--- src/rtl/clcd_pkg.sv ---
package clcd_pkg;

  localparam int unsigned TickW = 20;
  localparam int unsigned HoldW = 21;
  localparam int unsigned PhW   = 4;
  localparam int unsigned QDepth = 2;

  // register indexes on the write port
  localparam logic [1:0] CfgPulse   = 2'd0;
  localparam logic [1:0] CfgSettle  = 2'd1;
  localparam logic [1:0] CfgPowerup = 2'd2;

  // phase numbering: init nibble pairs first, then the five byte phases
  localparam logic [PhW-1:0] InitStart = 4'd0;
  localparam logic [PhW-1:0] ByteStart = 4'd6;
  localparam logic [PhW-1:0] LastPh    = 4'd10;

  localparam logic [3:0] InitNibble = 4'h3;
  localparam logic [7:0] CmdHome    = 8'h02;
  localparam logic [7:0] CmdClear   = 8'h01;
  localparam logic [7:0] CmdFuncSet = 8'h20;

  typedef enum logic [2:0] {
    OP_INIT   = 3'd0,
    OP_CMD    = 3'd1,
    OP_DATA   = 3'd2,
    OP_CLEAR  = 3'd3,
    OP_CURSOR = 3'd4,
    OP_FUNC   = 3'd5
  } op_e;

  typedef struct packed {
    logic [2:0] operation;
    logic [7:0] value;
    logic       row;
    logic [5:0] column;
    logic       data_length;
    logic       two_lines;
    logic       large_font;
  } in_t;

  typedef struct packed {
    logic             register_select;
    logic [3:0]       nibble;
    logic             enable;
    logic [HoldW-1:0] hold_ticks;
    logic             last;
  } out_t;

  // one queued request, already reduced to a byte
  typedef struct packed {
    logic       rs;
    logic [7:0] data;
    logic       init;
    logic       dbl_settle;
  } job_t;

  typedef struct packed {
    logic [TickW-1:0] pulse;
    logic [TickW-1:0] settle;
    logic [TickW-1:0] powerup;
  } cfg_t;

endpackage

--- src/rtl/clcd_front.sv ---
module clcd_front (
  input  clcd_pkg::in_t  in_i,
  input  logic           in_valid_i,
  input  logic           q_full_i,
  output logic           push_o,
  output clcd_pkg::job_t job_o
);
  import clcd_pkg::*;

  logic known;

  always_comb begin
    known          = 1'b1;
    job_o.rs       = 1'b0;
    job_o.data     = in_i.value;
    job_o.init     = 1'b0;
    job_o.dbl_settle = 1'b0;
    unique case (op_e'(in_i.operation))
      OP_INIT: begin
        job_o.data = CmdHome;
        job_o.init = 1'b1;
      end
      OP_CMD: begin
        job_o.data = in_i.value;
      end
      OP_DATA: begin
        job_o.rs = 1'b1;
      end
      OP_CLEAR: begin
        job_o.data       = CmdClear;
        job_o.dbl_settle = 1'b1;
      end
      OP_CURSOR: begin
        // 0x80 | (row ? 0x40 + col : col); col < 0x40 so no carry
        job_o.data = {1'b1, in_i.row, in_i.column};
      end
      OP_FUNC: begin
        job_o.data = CmdFuncSet | {3'b000, in_i.data_length, in_i.two_lines,
                                   in_i.large_font, 2'b00};
      end
      default: begin
        known = 1'b0;
      end
    endcase
  end

  // unknown operations are taken and dropped
  assign push_o = in_valid_i && !q_full_i && known;

endmodule

--- src/rtl/clcd_fifo.sv ---
module clcd_fifo (
  input  logic           clk_i,
  input  logic           rst_ni,
  input  logic           push_i,
  input  clcd_pkg::job_t job_i,
  input  logic           pop_i,
  output logic           full_o,
  output logic           head_valid_o,
  output clcd_pkg::job_t head_o
);
  import clcd_pkg::*;

  localparam int unsigned PtrW = $clog2(QDepth);
  localparam int unsigned CntW = $clog2(QDepth + 1);

  job_t            mem_q [QDepth];
  logic [PtrW-1:0] wr_q, wr_d, rd_q, rd_d;
  logic [CntW-1:0] cnt_q, cnt_d;

  always_comb begin
    wr_d  = wr_q;
    rd_d  = rd_q;
    cnt_d = cnt_q;
    if (push_i) begin
      wr_d = (wr_q == PtrW'(QDepth - 1)) ? '0 : wr_q + 1'b1;
    end
    if (pop_i) begin
      rd_d = (rd_q == PtrW'(QDepth - 1)) ? '0 : rd_q + 1'b1;
    end
    if (push_i && !pop_i) begin
      cnt_d = cnt_q + 1'b1;
    end else if (pop_i && !push_i) begin
      cnt_d = cnt_q - 1'b1;
    end
  end

  always_ff @(posedge clk_i or negedge rst_ni) begin
    if (!rst_ni) begin
      wr_q  <= '0;
      rd_q  <= '0;
      cnt_q <= '0;
    end else begin
      wr_q  <= wr_d;
      rd_q  <= rd_d;
      cnt_q <= cnt_d;
    end
  end

  always_ff @(posedge clk_i) begin
    if (push_i) begin
      mem_q[wr_q] <= job_i;
    end
  end

  assign full_o       = (cnt_q == CntW'(QDepth));
  assign head_valid_o = (cnt_q != '0);
  assign head_o       = mem_q[rd_q];

  a_no_overflow: assert property (@(posedge clk_i) disable iff (!rst_ni)
    full_o |-> !push_i) else $error("push into full queue");
  a_no_underflow: assert property (@(posedge clk_i) disable iff (!rst_ni)
    !head_valid_o |-> !pop_i) else $error("pop from empty queue");
  a_cnt_range: assert property (@(posedge clk_i) disable iff (!rst_ni)
    cnt_q <= CntW'(QDepth)) else $error("queue count out of range");

endmodule

--- src/rtl/clcd_back.sv ---
module clcd_back (
  input  logic           clk_i,
  input  logic           rst_ni,
  input  clcd_pkg::cfg_t cfg_i,
  input  logic           head_valid_i,
  input  clcd_pkg::job_t head_i,
  output logic           pop_o,
  output logic           out_valid_o,
  input  logic           out_stall_i,
  output clcd_pkg::out_t out_o
);
  import clcd_pkg::*;

  logic           busy_q, busy_d;
  logic [PhW-1:0] ph_q, ph_d, cur_ph;
  logic [2:0]     k;
  logic           load;
  logic           out_valid_q, out_valid_d;
  out_t           out_q, beat;

  assign cur_ph = busy_q ? ph_q : (head_i.init ? InitStart : ByteStart);
  assign load   = head_valid_i && (!out_valid_q || !out_stall_i);
  assign pop_o  = load && (cur_ph == LastPh);
  assign k      = 3'(cur_ph - ByteStart);

  always_comb begin
    beat.register_select = head_i.rs;
    beat.nibble          = head_i.data[7:4];
    beat.enable          = 1'b0;
    beat.hold_ticks      = '0;
    beat.last            = 1'b0;
    if (cur_ph < ByteStart) begin
      // init: set-up holds the power-up wait, then strobe
      beat.nibble     = InitNibble;
      beat.enable     = cur_ph[0];
      beat.hold_ticks = cur_ph[0] ? HoldW'(cfg_i.pulse) : HoldW'(cfg_i.powerup);
    end else begin
      case (k)
        3'd0: beat.nibble = head_i.data[7:4];
        3'd1: begin
          beat.enable     = 1'b1;
          beat.hold_ticks = HoldW'(cfg_i.pulse);
        end
        3'd2: beat.nibble = head_i.data[3:0];
        3'd3: begin
          beat.nibble     = head_i.data[3:0];
          beat.enable     = 1'b1;
          beat.hold_ticks = HoldW'(cfg_i.pulse);
        end
        default: begin
          beat.nibble     = head_i.data[3:0];
          beat.last       = 1'b1;
          beat.hold_ticks = head_i.dbl_settle ? {cfg_i.settle, 1'b0}
                                              : HoldW'(cfg_i.settle);
        end
      endcase
    end
  end

  always_comb begin
    busy_d      = busy_q;
    ph_d        = ph_q;
    out_valid_d = out_valid_q && out_stall_i;
    if (load) begin
      out_valid_d = 1'b1;
      busy_d      = (cur_ph != LastPh);
      ph_d        = cur_ph + 1'b1;
    end
  end

  always_ff @(posedge clk_i or negedge rst_ni) begin
    if (!rst_ni) begin
      busy_q      <= 1'b0;
      ph_q        <= '0;
      out_valid_q <= 1'b0;
    end else begin
      busy_q      <= busy_d;
      ph_q        <= ph_d;
      out_valid_q <= out_valid_d;
    end
  end

  always_ff @(posedge clk_i) begin
    if (load) begin
      out_q <= beat;
    end
  end

  assign out_valid_o = out_valid_q;
  assign out_o       = out_q;

  a_busy_ph: assert property (@(posedge clk_i) disable iff (!rst_ni)
    busy_q |-> (ph_q != InitStart && ph_q <= LastPh))
    else $error("phase index out of run");
  a_busy_head: assert property (@(posedge clk_i) disable iff (!rst_ni)
    busy_q |-> head_valid_i) else $error("run active without queued job");
  a_last_low: assert property (@(posedge clk_i) disable iff (!rst_ni)
    (out_valid_q && out_q.last) |-> !out_q.enable)
    else $error("final beat with enable high");

endmodule

--- src/rtl/char_lcd_nibble_write_sequencer_core.sv ---
// 4-bit character-LCD write sequencer. Each request beat is turned into a run
// of bus-phase beats (RS, D7..D4 nibble, E level, hold ticks, last flag),
// high nibble first. A byte is five beats: set-up, strobe, set-up, strobe,
// release held for settle_ticks (twice that for clear). Init is eleven beats:
// three 0x3 nibbles whose set-up holds powerup_ticks, then command 0x02.
// Opcodes 6 and 7 are taken and produce nothing. Rate: one result beat per
// clock while out_stall_i is low and a job is queued; a byte is five beats,
// init eleven, set by the phase sequencer in the back end; a two-entry queue
// sits in front of it, so requests are taken while a run is still going out.
// Config registers may only be written while the block is idle.
module char_lcd_nibble_write_sequencer_core (
  input  logic           clk_i,
  input  logic           rst_ni,
  // config write port
  input  logic           cfg_we_i,
  input  logic [1:0]     cfg_idx_i,
  input  logic [19:0]    cfg_wdata_i,
  // request channel
  input  logic           in_valid_i,
  output logic           in_stall_o,
  input  clcd_pkg::in_t  in_i,
  // bus-phase channel
  output logic           out_valid_o,
  input  logic           out_stall_i,
  output clcd_pkg::out_t out_o
);
  import clcd_pkg::*;

  cfg_t cfg_q;
  logic q_full, push, pop, head_valid;
  job_t job, head;

  // timing registers; index 3 is ignored
  always_ff @(posedge clk_i or negedge rst_ni) begin
    if (!rst_ni) begin
      cfg_q.pulse   <= TickW'(1000);
      cfg_q.settle  <= TickW'(2000);
      cfg_q.powerup <= TickW'(100000);
    end else if (cfg_we_i) begin
      case (cfg_idx_i)
        CfgPulse:   cfg_q.pulse   <= cfg_wdata_i;
        CfgSettle:  cfg_q.settle  <= cfg_wdata_i;
        CfgPowerup: cfg_q.powerup <= cfg_wdata_i;
        default: ;
      endcase
    end
  end

  assign in_stall_o = q_full;

  // decode request into a byte job
  clcd_front u_front (
    .in_i       (in_i),
    .in_valid_i (in_valid_i),
    .q_full_i   (q_full),
    .push_o     (push),
    .job_o      (job)
  );

  // decouples request intake from phase emission
  clcd_fifo u_fifo (
    .clk_i        (clk_i),
    .rst_ni       (rst_ni),
    .push_i       (push),
    .job_i        (job),
    .pop_i        (pop),
    .full_o       (q_full),
    .head_valid_o (head_valid),
    .head_o       (head)
  );

  // walks the phases of the head job, one beat per cycle while out_stall_i is low
  clcd_back u_back (
    .clk_i        (clk_i),
    .rst_ni       (rst_ni),
    .cfg_i        (cfg_q),
    .head_valid_i (head_valid),
    .head_i       (head),
    .pop_o        (pop),
    .out_valid_o  (out_valid_o),
    .out_stall_i  (out_stall_i),
    .out_o        (out_o)
  );

endmodule

--- config.mk ---
export PLATFORM = sky130hd
export DESIGN_NAME = char_lcd_nibble_write_sequencer_core
export DESIGN_NICKNAME = d
export VERILOG_FILES = /design/src/rtl/clcd_pkg.sv /design/src/rtl/clcd_front.sv /design/src/rtl/clcd_fifo.sv /design/src/rtl/clcd_back.sv /design/src/rtl/char_lcd_nibble_write_sequencer_core.sv
export SDC_FILE = /design/constraint.sdc
export NUM_CORES = 1
export LEC_CHECK = 0
export BUFFER_PORTS_ARGS = -buffer_cell sky130_fd_sc_hd__buf_4
export CELL_PAD_IN_SITES_DETAIL_PLACEMENT = 0
export CELL_PAD_IN_SITES_GLOBAL_PLACEMENT = 1
export CORE_UTILIZATION = 48
export CTS_BUF_LIST = sky130_fd_sc_hd__clkbuf_4
export CTS_CLUSTER_SIZE = 8
export DETAILED_ROUTE_END_ITERATION = 8
export GPL_ROUTABILITY_DRIVEN = 0
export PLACE_DENSITY = 0.82
export SYNTH_ARGS = -nofsm -noshare
export SYNTH_HDL_FRONTEND = slang
export SYNTH_SLANG_ARGS = --single-unit
--- constraint.sdc ---
create_clock -name clk_i -period 3.2 [get_ports clk_i]
set_input_delay 0 -clock clk_i [delete_from_list [all_inputs] [get_ports clk_i]]
set_output_delay 0 -clock clk_i [all_outputs]
set_load 0.01 [all_outputs]
==> results.json <==
{
  "status": "complete, no violations",
  "setup_slack_ps": 459.2,
  "end_kind": "flop",
  "start_kind": "flop",
  "wl_per_cell_um": 16.22,
  "wl_um": 11920,
  "synthFlopType": "dfrtp_1",
  "die-area_sq_um": 12180,
  "cap_viol_max_count": 0,
  "tns_ps": 0,
  "die_w_um": 110.4,
  "fin_crit_sh": 0.8565,
  "finish.utilization": 0.6129,
  "grt_use_total": 0.2142,
  "cp.arrival_ps": 3020,
  "drive_above_1_share": 0.3564,
  "switching_power_w": 0.002312,
  "grt.overflow.total": 0,
  "power_leakage_nw": 2.963,
  "p_comb_frac": 0.435,
  "p_int_w": 0.004074,
  "drcViolationCount": 0,
  "layout_commonest_cell": "nand2_1",
  "root_buffer": "clkbuf_4",
  "worst_slew_pin_slew_ps": 935.0,
  "postSynthAreaPerCell_sq_um": 12.17,
  "antennaDiodeCount": 0,
  "ant_nets": 0,
  "ys_seq_area_frac": 0.5813,
  "synth_edf_count": 50,
  "ys_types": 42,
  "ys_ff_latch": 120,
  "p_per_area_nw_per_um2": 912.6,
  "async_flop_share": 0.5833,
  "fin_nets": 633,
  "htree_levels": 4,
  "fill_cells": 945,
  "final-max-slew-violation-count": 0,
  "cp.required_ps": 3480,
  "grt_pass1_wl_um": 19080,
  "mappedNetlistNets": 517,
  "dp_hpwl_um": 7265,
  "finalHoldViolCount": 0,
  "rsz0062_at_grt": "no",
  "syn_inst": 463,
  "path_clk_slew_ps": 100,
  "grt_pass1_vias": 3881,
  "die_h_um": 110.4,
  "hold_depth": 5,
  "num_io_pins": 78,
  "layout_common_cells": "nand2_1, buf_4, mux2_2, dfrtp_1, edfxtp_1",
  "reg2reg_depth": 7,
  "dr.pass1.iters": 4,
  "critical_path_class": "reg -> reg",
  "irDropWorstVdd_v": 0.0005540,
  "crit_fanout": 5,
  "placed_cells": 664,
  "setup_viol": 0,
  "cts_tree": "done",
  "design_power_total_w": 0.006386,
  "syn_to_final_growth_pct": 24.18,
  "relSlewSlack": 0.3760,
  "mappedNetlistArea_sq_um": 5635,
  "cts.path.max_buffers": 2,
  "num_rows": 39,
  "numCtsBuffers": 17,
  "p_clk_frac": 0.170,
  "vias": 4006,
  "grt_antenna_before_repair": 0,
  "drtIter0Drc": 205,
  "vias_per_cell": 5.450,
  "core_area_sq_um": 11420,
  "io_buffers": 77,
  "yosysWarnings": 0,
  "period_needed_ps": 2741,
  "dp_slack_ps": 450.9,
  "grt_max_degree": 71,
  "finClkSkew_ps": 20.66,
  "fmax_mhz": 364.9,
  "clock_latency_ps": 530,
  "initial_core_util": 0.4935,
  "cts.sinks": 120,
  "pwr-share-seq": 0.395,
  "cts_resized": 0,
  "stdcell_count": 735,
  "p_sw_frac": 0.3621,
  "hp-class": "in -> reg"
}
[stage by stage]
stage	area (sq um)	hold slack [ps]
after detailed placement	6325	182.3
after global routing	6998	48.76
final	6998	44.33
after CTS	6998	0.3606
after global placement	6325	188.5
after floorplan	5635	-295.6
[repair_timing]
item,CTS,global route
buffers inserted,0,0
hold buffers,39,0
hold endpoints to repair,140,0
[power groups by stage]
stage / combinational [W] / clock (W) / sequential, W
after floorplan: 0.00181 / 0 / 0.00258
after global placement: 0.00267 / 0 / 0.00253
after detailed placement: 0.00275 / 0 / 0.00255
after CTS: 0.00280 / 0.00111 / 0.00252
after global routing: 0.00306 / 0.00117 / 0.00258
final: 0.00278 / 0.00109 / 0.00252
[cell type report]
type | instances | area (sq um) | area share
clock inverters | 12 | 132.6 | 0.01895
inverters | 9 | 33.78 | 0.004827
clock buffers | 20 | 150.1 | 0.02146
flip-flops and latches | 120 | 3276 | 0.4681
repair buffers | 127 | 1051 | 0.1502
multi-input cells | 304 | 2176 | 0.3109
well taps | 143 | 178.9 | 0.02557
[worst max-delay path, stage by stage, from the launching register on]
cell and delay [ps]:
dfrtp_1 410, mux2_4 210, or2_1 130, nand2_1 140
ha_1 270, o21bai_1 500, mux4_2 560, or2_2 280
[cells in the mapped netlist (2+ instances only)]
master	number	area share
a22o_1	4	0.0062
buf_6	5	0.010
a22oi_1	3	0.0040
xor2_1	3	0.0047
xnor2_1	2	0.0031
ha_1	6	0.013
or2_2	2	0.0022
o21ai_0	9	0.0080
nor2_1	13	0.0087
buf_2	7	0.0062
a32oi_1	20	0.031
clkbuf_1	18	0.012
mux2_2	66	0.13
o22ai_1	3	0.0033
nor2b_1	3	0.0033
dfrtp_1	52	0.23
nor3_1	2	0.0018
a21o_1	21	0.028
nand2_1	98	0.065
dfstp_2	18	0.084
mux2_4	2	0.0053
a21oi_1	23	0.020
nand3_1	2	0.0018
mux2i_1	2	0.0036
nand2b_1	2	0.0022
mux4_2	3	0.012
inv_1	9	0.0060
edfxtp_1	50	0.27
nand3b_1	2	0.0027
[per-layer routing]
metal,share of wire,track usage,up-vias
met5,0,0,-
met4,0.012,0.08553,0
met3,0.040,0.05232,17
met2,0.49,0.3540,100
met1,0.46,0.2708,1984
li1,-,-,1905
[kinds of logic after synthesis]
family,Yosys count,share of synthesized area
flip-flops,120,0.5813
adder cells (fa/ha/maj),6,0.01332
AO/OA/AOI/OAI,88,0.1095
AND/OR/NAND/NOR,131,0.09658
buffers and inverters,39,0.03419
multiplexers,74,0.1574
XOR/XNOR,5,0.007772
[final timing paths]
| path | from | endpoint | slack (ps) |
|---|---|---|---|
| min in group asynchronous | rst_ni | cfg_q[58] | 140 |
| min reg2reg | u_fifo.wr_q | u_fifo.wr_q | 500 |
| min | in_i[4] | u_fifo.mem_q[0][3] | 40 |
| max in group asynchronous | rst_ni | cfg_q[44] | 2490 |
| max | u_fifo.rd_q | u_back.out_o[24] | 460 |
| max reg2reg | u_fifo.rd_q | u_back.out_o[24] | 460 |
[sequential cells by signal, indices dropped and copies added (netlist names), 2 cells and up]
register and count:
u_fifo.cnt_q 2, u_back.out_o 28, u_back.ph_q 4, u_fifo.mem_q 22
cfg_q 60
Note: power is estimated with default switching activity, not from simulation.
